**config.mk**
```make
export PLATFORM = sky130hd
export DESIGN_NAME = text_encoding_detector
export DESIGN_NICKNAME = d
export VERILOG_FILES = /design/src/rtl/core/ted_pkg.sv /design/src/rtl/core/text_encoding_detector.sv
export SDC_FILE = /design/constraint.sdc
export NUM_CORES = 1
export LEC_CHECK = 0
export BUFFER_PORTS_ARGS = -buffer_cell sky130_fd_sc_hd__buf_2
export CAP_MARGIN = 20
export CORE_AREA = 2 2 83 65
export DETAILED_ROUTE_END_ITERATION = 8
export DIE_AREA = 0 0 85 67
export GPL_TIMING_DRIVEN = 0
export PLACE_DENSITY_LB_ADDON = 0.15
export SETUP_SLACK_MARGIN = 0.2
export SKIP_CTS_REPAIR_TIMING = 1
export SYNTH_ARGS = -nofsm -noshare
export SYNTH_HDL_FRONTEND = slang
export SYNTH_SLANG_ARGS = --single-unit
```
**constraint.sdc**
```tcl
create_clock -name clk -period 4.73 [get_ports clk]
set_clock_uncertainty 0.2 [all_clocks]
set_input_delay 1.419 -clock clk [delete_from_list [all_inputs] [get_ports clk]]
set_output_delay 1.419 -clock clk [all_outputs]
set_load 0.01 [all_outputs]
```
**src/rtl/core/ted_pkg.sv**
```systemverilog
// Package for the text encoding detector: encoding codes, byte-position codes,
// BOM byte constants and the UTF-8 lead byte decoder.
// No dependencies.
`default_nettype none

package ted_pkg;

	typedef enum logic [2:0] {
		ENC_UTF32_BE = 3'd0,
		ENC_UTF32_LE = 3'd1,
		ENC_UTF16_BE = 3'd2,
		ENC_UTF16_LE = 3'd3,
		ENC_UTF8     = 3'd4,
		ENC_LATIN1   = 3'd5
	} enc_t;

	// Byte position codes: 0..3 count bytes seen; the others record the fourth byte.
	localparam logic [2:0] POS_THREE    = 3'd3;
	localparam logic [2:0] POS_FOURTH_0 = 3'd4;
	localparam logic [2:0] POS_FOURTH_F = 3'd5;
	localparam logic [2:0] POS_FOURTH_X = 3'd6;

	localparam logic [7:0] BYTE_FE    = 8'hFE;
	localparam logic [7:0] BYTE_FF    = 8'hFF;
	localparam logic [7:0] BYTE_EF    = 8'hEF;
	localparam logic [7:0] BYTE_BB    = 8'hBB;
	localparam logic [7:0] BYTE_BF    = 8'hBF;
	localparam logic [7:0] BYTE_ONE   = 8'h01;
	localparam logic [7:0] CONT_LOW   = 8'h80;
	localparam logic [7:0] CONT_HIGH  = 8'hBF;

	localparam logic [2:0] BOM_LEN_NONE = 3'd0;
	localparam logic [2:0] BOM_LEN_U16  = 3'd2;
	localparam logic [2:0] BOM_LEN_U8   = 3'd3;
	localparam logic [2:0] BOM_LEN_U32  = 3'd4;

	// Number of continuation bytes a UTF-8 lead byte asks for.
	function automatic logic [2:0] lead_continuations(input logic [7:0] b);
		logic [2:0] n;
		if (b < 8'hC0)      n = 3'd0;
		else if (b < 8'hE0) n = 3'd1;
		else if (b < 8'hF0) n = 3'd2;
		else if (b < 8'hF8) n = 3'd3;
		else if (b < 8'hFC) n = 3'd4;
		else                n = 3'd5;
		return n;
	endfunction

endpackage

`default_nettype wire

```
**src/rtl/core/text_encoding_detector.sv**
```systemverilog
// Text encoding detector: BOM sniffing with a UTF-8 validity scan.
// Depends on ted_pkg.
//
// A result leaves the output register after its last item is accepted (input register,
// then result register); the input register holds a last item while an earlier result is unread.
// Throughput: one item per cycle if not stalled; the per-byte update is a single pass.
// Reset clears the scan state and both valid flags; state clears again after each buffer.
`default_nettype none

module text_encoding_detector (
	input  wire logic              clk,
	input  wire logic              arst_n,
	input  wire logic              in_valid,
	output      logic              in_ready,
	input  wire logic [7:0]        data_byte,
	input  wire logic              last_byte,
	output      logic              out_valid,
	input  wire logic              out_ready,
	output      ted_pkg::enc_t     encoding_code,
	output      logic [2:0]        bom_length
);
	import ted_pkg::*;

	logic       valid_s1;
	logic [7:0] byte_s1;
	logic       last_s1;
	logic       advance;

	logic [7:0] head_q [3];
	logic [2:0] pos_q;
	logic [2:0] pend_q;
	logic       inv_q;
	logic       stop_q;

	logic [7:0] head_n [3];
	logic [2:0] pos_n;
	logic [2:0] pend_n;
	logic       inv_n;
	logic       stop_n;

	logic [7:0] bom [4];
	enc_t       enc_d;
	logic [2:0] len_d;
	logic       ok;

	logic       out_valid_q;
	enc_t       enc_q;
	logic [2:0] len_q;

	// The input stage moves on unless it holds a last item and a result still waits.
	assign advance  = valid_s1 && (!last_s1 || !out_valid_q || out_ready);
	assign in_ready = !valid_s1 || advance;

	always_ff @(posedge clk or negedge arst_n) begin
		if (!arst_n) begin
			valid_s1 <= 1'b0;
		end else if (in_ready) begin
			valid_s1 <= in_valid;
		end
	end

	always_ff @(posedge clk) begin
		if (in_ready && in_valid) begin
			byte_s1 <= data_byte;
			last_s1 <= last_byte;
		end
	end

	always_comb begin
		pend_n = pend_q;
		inv_n  = inv_q;
		stop_n = stop_q;
		if (!stop_q && !inv_q) begin
			if (pend_q != 3'd0) begin
				if (byte_s1 < CONT_LOW || byte_s1 > CONT_HIGH) begin
					inv_n  = 1'b1;
					pend_n = 3'd0;
				end else begin
					pend_n = pend_q - 3'd1;
				end
			end else if (byte_s1 == 8'h00) begin
				stop_n = 1'b1;
			end else begin
				pend_n = lead_continuations(byte_s1);
			end
		end

		head_n = head_q;
		pos_n  = pos_q;
		if (pos_q < POS_THREE) begin
			head_n[pos_q[1:0]] = byte_s1;
			pos_n = pos_q + 3'd1;
		end else if (pos_q == POS_THREE) begin
			if (byte_s1 == 8'h00)        pos_n = POS_FOURTH_0;
			else if (byte_s1 == BYTE_FF) pos_n = POS_FOURTH_F;
			else                         pos_n = POS_FOURTH_X;
		end
	end

	always_comb begin
		for (int i = 0; i < 3; i++) begin
			bom[i] = (3'(i) < pos_n) ? head_n[i] : 8'h00;
		end
		case (pos_n)
			POS_FOURTH_F: bom[3] = BYTE_FF;
			POS_FOURTH_X: bom[3] = BYTE_ONE;
			default:      bom[3] = 8'h00;
		endcase

		ok = !inv_n && (stop_n || pend_n == 3'd0);
		if (bom[0] == 8'h00 && bom[1] == 8'h00 && bom[2] == BYTE_FE && bom[3] == BYTE_FF) begin
			enc_d = ENC_UTF32_BE;
			len_d = BOM_LEN_U32;
		end else if (bom[0] == BYTE_FF && bom[1] == BYTE_FE && bom[2] == 8'h00
				&& bom[3] == 8'h00) begin
			enc_d = ENC_UTF32_LE;
			len_d = BOM_LEN_U32;
		end else if (bom[0] == BYTE_FE && bom[1] == BYTE_FF) begin
			enc_d = ENC_UTF16_BE;
			len_d = BOM_LEN_U16;
		end else if (bom[0] == BYTE_FF && bom[1] == BYTE_FE) begin
			enc_d = ENC_UTF16_LE;
			len_d = BOM_LEN_U16;
		end else if (bom[0] == BYTE_EF && bom[1] == BYTE_BB && bom[2] == BYTE_BF) begin
			enc_d = ENC_UTF8;
			len_d = BOM_LEN_U8;
		end else begin
			enc_d = ok ? ENC_UTF8 : ENC_LATIN1;
			len_d = BOM_LEN_NONE;
		end
	end

	// The buffer state returns to zero once its last item has been judged.
	always_ff @(posedge clk or negedge arst_n) begin
		if (!arst_n) begin
			for (int i = 0; i < 3; i++) head_q[i] <= 8'h00;
			pos_q  <= 3'd0;
			pend_q <= 3'd0;
			inv_q  <= 1'b0;
			stop_q <= 1'b0;
		end else if (advance) begin
			if (last_s1) begin
				for (int i = 0; i < 3; i++) head_q[i] <= 8'h00;
				pos_q  <= 3'd0;
				pend_q <= 3'd0;
				inv_q  <= 1'b0;
				stop_q <= 1'b0;
			end else begin
				head_q <= head_n;
				pos_q  <= pos_n;
				pend_q <= pend_n;
				inv_q  <= inv_n;
				stop_q <= stop_n;
			end
		end
	end

	always_ff @(posedge clk or negedge arst_n) begin
		if (!arst_n) begin
			out_valid_q <= 1'b0;
		end else if (advance && last_s1) begin
			out_valid_q <= 1'b1;
		end else if (out_ready) begin
			out_valid_q <= 1'b0;
		end
	end

	always_ff @(posedge clk) begin
		if (advance && last_s1) begin
			enc_q <= enc_d;
			len_q <= len_d;
		end
	end

	assign out_valid     = out_valid_q;
	assign encoding_code = enc_q;
	assign bom_length    = len_q;

	a_result_from_last: assert property (@(posedge clk) disable iff (!arst_n)
		$rose(out_valid_q) |-> $past(advance && last_s1))
		else $error("result appeared without a last item");

	a_stall_holds_stage: assert property (@(posedge clk) disable iff (!arst_n)
		!in_ready |-> valid_s1 && last_s1 && out_valid_q)
		else $error("input stalled without a waiting result");

	a_no_pend_after_invalid: assert property (@(posedge clk) disable iff (!arst_n)
		inv_q |-> pend_q == 3'd0 && !stop_q)
		else $error("scan state inconsistent after invalid continuation");

	a_bom4_is_utf32: assert property (@(posedge clk) disable iff (!arst_n)
		out_valid_q && len_q == BOM_LEN_U32 |->
			enc_q == ENC_UTF32_BE || enc_q == ENC_UTF32_LE)
		else $error("four-byte BOM with non-UTF-32 code");

	a_latin1_no_bom: assert property (@(posedge clk) disable iff (!arst_n)
		out_valid_q && enc_q == ENC_LATIN1 |-> len_q == BOM_LEN_NONE)
		else $error("latin1 result with BOM length");

endmodule

`default_nettype wire
```
==> flow_metrics.py, run 1 <==
metrics = {
    "sta": {
        "setup_ws_ps": 1190,
        "hold_ws_ps": 311,
        "worst_pin_slew_ps": 775,
        "hold_viol_final": 0,
        "fmax_mhz": 282,
        "rsz0062_at_grt": "false",
        "finalMaxSlewViolations": 0,
        "finalCritPeriodShare": 0.749,
        "setup_tns_ps": 0,
        "maxSlewHeadroom": 0.483,
        "finalSetupViolations": 0,
        "period_minus_slack_ps": 3540,
    },
    "logic_synthesis": {
        "yosys.area.top_type_share": 0.302,
        "synth_edf_count": 15,
        "netlist_area_mm2": 0.00282,
        "yosysTopAreaCell": "dfrtp_1",
        "synth.avg_cell_area_um2": 10.2,
        "synth_compound_area_frac": 0.216,
        "synth.most_common_cell": "dfrtp_1",
        "syn-instance-count": 275,
        "synth.yosys.seq_area_share": 0.462,
        "ys_types": 66,
        "yosys.area_share.simple": 0.210,
        "ys_seq_elements": 49,
        "synth.area.top_cells": "dfrtp_1 30%, edfxtp_1 16%, a22o_1 6.2%",
        "synth_top_family_by_area": "compound AO/OA/AOI/OAI gates",
        "synth_commonest_cells": "34 x dfrtp_1, 21 x nand2_1, 20 x a22o_1, 17 x nor2_1, 16 x inv_1",
        "ys_warn_count": 0,
        "postSynthNetCount": 296,
        "synth-xor-area-share": 0.00622,
        "synth_mux_area_frac": 0.0258,
        "synth_async_sr_flop_share": 0.694,
        "ys.flop_type": "dfrtp_1",
        "synth_adder_area_share": 0.0355,
    },
    "clocking": {
        "clock_latency_ps": 310,
        "cts.htree.levels": 2,
        "clkSlewWorstSetupHoldPaths_ps": 90,
        "cts_buffers": 5,
        "cts_tree": "built",
        "clk_path_buf_depth": 2,
        "cts-root-buf": "clkbuf_8",
        "clock_sinks": 49,
    },
    "worst_hold_path": {
        "hold_class": "reg2reg",
    },
    "run_status": {
        "outcome": "completed",
    },
    "floorplanning": {
        "die_h_um": 67,
        "coreArea_mm2": 0.00482,
        "io-pin-count": 21,
        "dieArea_mm2": 0.00570,
        "rows": 22,
        "die_x_um": 85,
        "start_util": 0.585,
    },
    "worst_setup_path": {
        "crit_type": "in2out",
        "cp.arrival_ps": 1920,
        "cp_num_buf_inv": 2,
        "slowest_stage": "nand4b_1",
        "cp-end-kind": "output port",
        "max_stage_delay_ps": 210,
        "cp_max_fo": 3,
        "cp_common_cell": "buf_2",
        "crit_family": "buffers and inverters",
        "required_ps": 3110,
        "worstPathCellList": "buf_2 > nand4b_1 > buf_2",
        "startpoint_type": "input port",
    },
    "power_and_ir_drop": {
        "combPwrFrac": 0.419,
        "clkPwrFrac": 0.172,
        "power.share.switching": 0.401,
        "pwr_density_cell_mw_per_mm2": 475,
        "cellLeakagePower_nw": 1.31,
        "peakVddDrop_v": 0.000271,
        "p_total_mw": 1.46,
        "sequentialPowerShare": 0.409,
        "intPower_uw": 876,
        "p_sw_uw": 587,
    },
    "cells_and_area": {
        "fin_nets": 323,
        "drive_above_1_share": 0.168,
        "post-route-util": 0.639,
        "final_cell_area_mm2": 0.00308,
        "area_delta_synth_final_pct": 9.28,
        "layoutNonFillerInstCount": 363,
        "antennaDiodeCount": 0,
    },
    "global_route": {
        "grt_start_max_net_pins": 35,
        "grt_overflow": 0,
        "grt_pass1_wl_mm": 10.9,
        "grt.total_usage": 0.254,
        "antenna_found_initial": 0,
        "grt_pass1_vias": 2142,
    },
    "routing": {
        "avgRoutedWirePerCell_um": 18.6,
        "wl_mm": 6.75,
        "remaining_drc_errors": 0,
        "vias_per_cell": 6.46,
        "drtAntennaViolNets": 0,
        "drt-initial-drc-count": 246,
        "dr.pass1.iters": 7,
        "vias": 2346,
    },
    "placement": {
        "io_buffers": 20,
        "postPlaceCellArea_mm2": 0.00299,
        "place_hpwl_mm": 4.76,
        "place_congestion": 0.944,
        "place_ws_ps": 1200,
        "place_inst": 355,
    },
    "run": {
        "max-cap-violations": 0,
    },
}
==> sequential cells by signal, indices dropped and copies added, names as in the netlist <==
| register | flops |
|---|---|
| bom_length | 3 |
| byte_s1 | 8 |
| encoding_code | 3 |
| head_q | 24 |
| inv_q | 1 |
| last_s1 | 1 |
| out_valid | 1 |
| pend_q | 3 |
| pos_q | 3 |
| stop_q | 1 |
| valid_s1 | 1 |
==> final timing paths <==
path,cells after the start,from,slack (ps),end
setup reg to reg,8,pos_q[0]$_DFFE_PN0P_,1640,encoding_code[0]$_SDFFCE_PP0P_
hold / removal,1,head_q[20]$_DFFE_PN0P_,310,head_q[20]$_DFFE_PN0P_
setup / recovery,3,out_ready,1190,in_ready
min in group asynchronous,1,arst_n,970,valid_s1$_DFFE_PN0N_
hold reg to reg,1,head_q[20]$_DFFE_PN0P_,310,head_q[20]$_DFFE_PN0P_
max in group asynchronous,1,arst_n,2850,pos_q[0]$_DFFE_PN0P_
==> kinds of logic after synthesis <==
logic type,Yosys count
flip-flops,49
XOR/XNOR,2
buffers and inverters,28
multiplexers,7
adder cells (fa/ha/maj),8
AND/OR/NAND/NOR,100
AO/OA/AOI/OAI,81
==> power groups by stage <==
| stage | Combinational [mW] | Clock [mW] | Sequential (mW) |
|---|---|---|---|
| after floorplan | 0.463 | 0 | 0.584 |
| after global placement | 0.591 | 0 | 0.601 |
| after detailed placement | 0.595 | 0 | 0.604 |
| after CTS | 0.599 | 0.255 | 0.596 |
| after global routing | 0.668 | 0.271 | 0.611 |
| final | 0.613 | 0.252 | 0.598 |
==> cell type report <==
| type | instances | area (um^2) |
|---|---|---|
| Fill cell | 384 | 1740 |
| Multi-Input combinational cell | 198 | 1390 |
| Sequential cell | 49 | 1300 |
| Timing Repair Buffer | 20 | 100 |
| Tap cell | 60 | 75.1 |
| Clock buffer | 6 | 72.6 |
| Buffer | 12 | 63.8 |
| Inverter | 16 | 60.1 |
| Clock inverter | 2 | 13.8 |
==> cell usage in the layout (no fill, tap or decap), types with 12 or more instances in the layout <==
cell	Yosys	layout
a22o_1	20	20
buf_2	3	23
dfrtp_1	34	34
edfxtp_1	15	15
inv_1	16	16
nand2_1	21	21
nor2_1	17	17
o21ai_0	12	12
==> layer usage <==
layer	part of all wire	track usage	vias up
li1	-	-	1097
met1	0.49	0.379	1115
met2	0.43	0.376	115
met3	0.071	0.0471	19
met4	0.015	0.0754	0
met5	0	0	-
(Power assumes the default switching activity.)
==> inputs of run 2 (changes only) <==
CORE_AREA = 2 2 87 68   (was 2 2 83 65)
DIE_AREA = 0 0 89 70   (was 0 0 85 67)
clock period = 2.9 ns   (was 4.73 ns; I/O delays follow)
==> flow_metrics.py, run 2 (synthesized netlist as in run 1, its figures left out) <==
metrics = {
    "sta": {
        "worst_pin_slew_ps": 798,
        "fmax_mhz": 371,
        "period_minus_slack_ps": 2690,
        "finalCritPeriodShare": 0.929,
        "maxSlewHeadroom": 0.468,
        "finalSetupViolations": 0,
        "hold_viol_final": 0,
        "finalMaxSlewViolations": 0,
        "rsz0062_at_grt": "true",
    },
    "worst_setup_path": {
        "worstPathCellList": "ha_2 > ha_2 > or3_4 > o311ai_4 > nor2_1 > or4b_4 > nand4b_1 > o211ai_1",
        "startpoint_type": "register",
        "max_stage_delay_ps": 530,
        "crit_type": "reg2reg",
        "cp.arrival_ps": 2560,
        "cp_max_fo": 8,
        "cp_common_cell": "ha_2",
        "required_ps": 2770,
        "crit_family": "simple AND/OR/NAND/NOR gates",
        "cp_num_buf_inv": 0,
        "slowest_stage": "or4b_4",
        "cp-end-kind": "register",
    },
    "power_and_ir_drop": {
        "cellLeakagePower_nw": 1.44,
        "p_total_mw": 2.81,
        "peakVddDrop_v": 0.000320,
        "pwr_density_cell_mw_per_mm2": 818,
    },
    "clocking": {
        "cts-root-buf": "clkbuf_8",
        "clkSlewWorstSetupHoldPaths_ps": 90,
        "cts_buffers": 5,
        "clock_sinks": 49,
        "cts.htree.levels": 2,
        "clk_path_buf_depth": 2,
        "clock_latency_ps": 310,
        "cts_tree": "built",
    },
    "routing": {
        "avgRoutedWirePerCell_um": 18.4,
        "vias_per_cell": 6.12,
        "wl_mm": 7.38,
        "vias": 2448,
        "drtAntennaViolNets": 0,
        "drt-initial-drc-count": 268,
        "remaining_drc_errors": 0,
        "dr.pass1.iters": 5,
    },
    "cells_and_area": {
        "fill_cells": 487,
        "layoutNonFillerInstCount": 400,
        "drive_above_1_share": 0.295,
        "largest_reg_flops": 24,
        "fin_nets": 342,
        "area_delta_synth_final_pct": 21.9,
        "top_regs": "head_q (24), byte_s1 (8)",
        "antennaDiodeCount": 0,
        "final_cell_area_mm2": 0.00343,
        "multi_input_area_mm2": 0.00152,
        "final_common_cell": "dfrtp_1",
        "seqCellArea_mm2": 0.00131,
        "mostFrequentLayoutCells": "31 x dfrtp_1, 21 x nand2_1, 21 x buf_2",
        "largest-register": "head_q",
    },
    "run": {
        "max-cap-violations": 0,
    },
    "global_route": {
        "grt_pass1_wl_mm": 11.5,
        "use_met2": 0.323,
        "grt.total_usage": 0.245,
        "grt_overflow": 0,
        "met1_usage": 0.395,
        "grt-busiest-layer": "met1",
        "grt_pass1_vias": 2184,
        "antenna_found_initial": 0,
        "met3_usage": 0.0686,
        "grt_start_max_net_pins": 35,
    },
    "placement": {
        "place_hpwl_mm": 4.89,
        "place_inst": 373,
        "place_congestion": 0.965,
        "io_buffers": 20,
        "postPlaceCellArea_mm2": 0.00302,
    },
    "floorplanning": {
        "start_util": 0.510,
        "dieArea_mm2": 0.00623,
        "rows": 24,
        "die_x_um": 89,
        "coreArea_mm2": 0.00553,
        "die_h_um": 70,
        "io-pin-count": 21,
    },
    "run_status": {
        "outcome": "completed",
    },
    "worst_hold_path": {
        "hold_class": "reg2reg",
    },
}
-- run 2: cell type report --
type | count | area share
clock inverter | 2 | 0.0109
clock buffer | 6 | 0.0240
inverter | 16 | 0.0175
sequential | 49 | 0.380
timing repair buffer | 39 | 0.0707
multi-input combinational | 198 | 0.443
buffer | 12 | 0.0259
tap | 78 | 0.0284
-- run 2: worst paths after layout --
kind	slack (ps)	to	depth (start not counted)	startpoint
min in group asynchronous	430	pend_q[1]$_DFFE_PN0P_	1	arst_n
setup / recovery	210	encoding_code[0]$_SDFFCE_PP0P_	8	pos_q[0]$_DFFE_PN0P_
max in group asynchronous	1510	pos_q[1]$_DFFE_PN0P_	1	arst_n
hold / removal	320	head_q[20]$_DFFE_PN0P_	1	head_q[20]$_DFFE_PN0P_
setup reg to reg	210	encoding_code[0]$_SDFFCE_PP0P_	8	pos_q[0]$_DFFE_PN0P_
hold reg to reg	320	head_q[20]$_DFFE_PN0P_	1	head_q[20]$_DFFE_PN0P_
-- run 2: metal layers --
layer	share of wire	vias to the layer above
li1	-	1136
met1	0.47	1195
met2	0.44	104
met3	0.076	13
met4	0.015	0
met5	0	-
-- run 2: through the flow --
stage | utilization | setup WS, ps | hold slack (ps) | setup TNS (ps)
final | 0.622 | 206 | 320 | 0
after global routing | 0.622 | 113 | 348 | 0
after CTS | 0.567 | -67.4 | 317 | -67.4
after detailed placement | 0.546 | -39.4 | 289 | -39.4
after global placement | 0.546 | -60.4 | 288 | -60.4
after floorplan | - | 252 | 265 | 0
-- run 2: power by group --
group,switching [mW],leakage (nW),internal (mW),total [mW]
Clock,0.235,0.0574,0.280,0.516
Sequential,0.141,0.594,0.850,0.991
Combinational,0.697,0.791,0.605,1.30
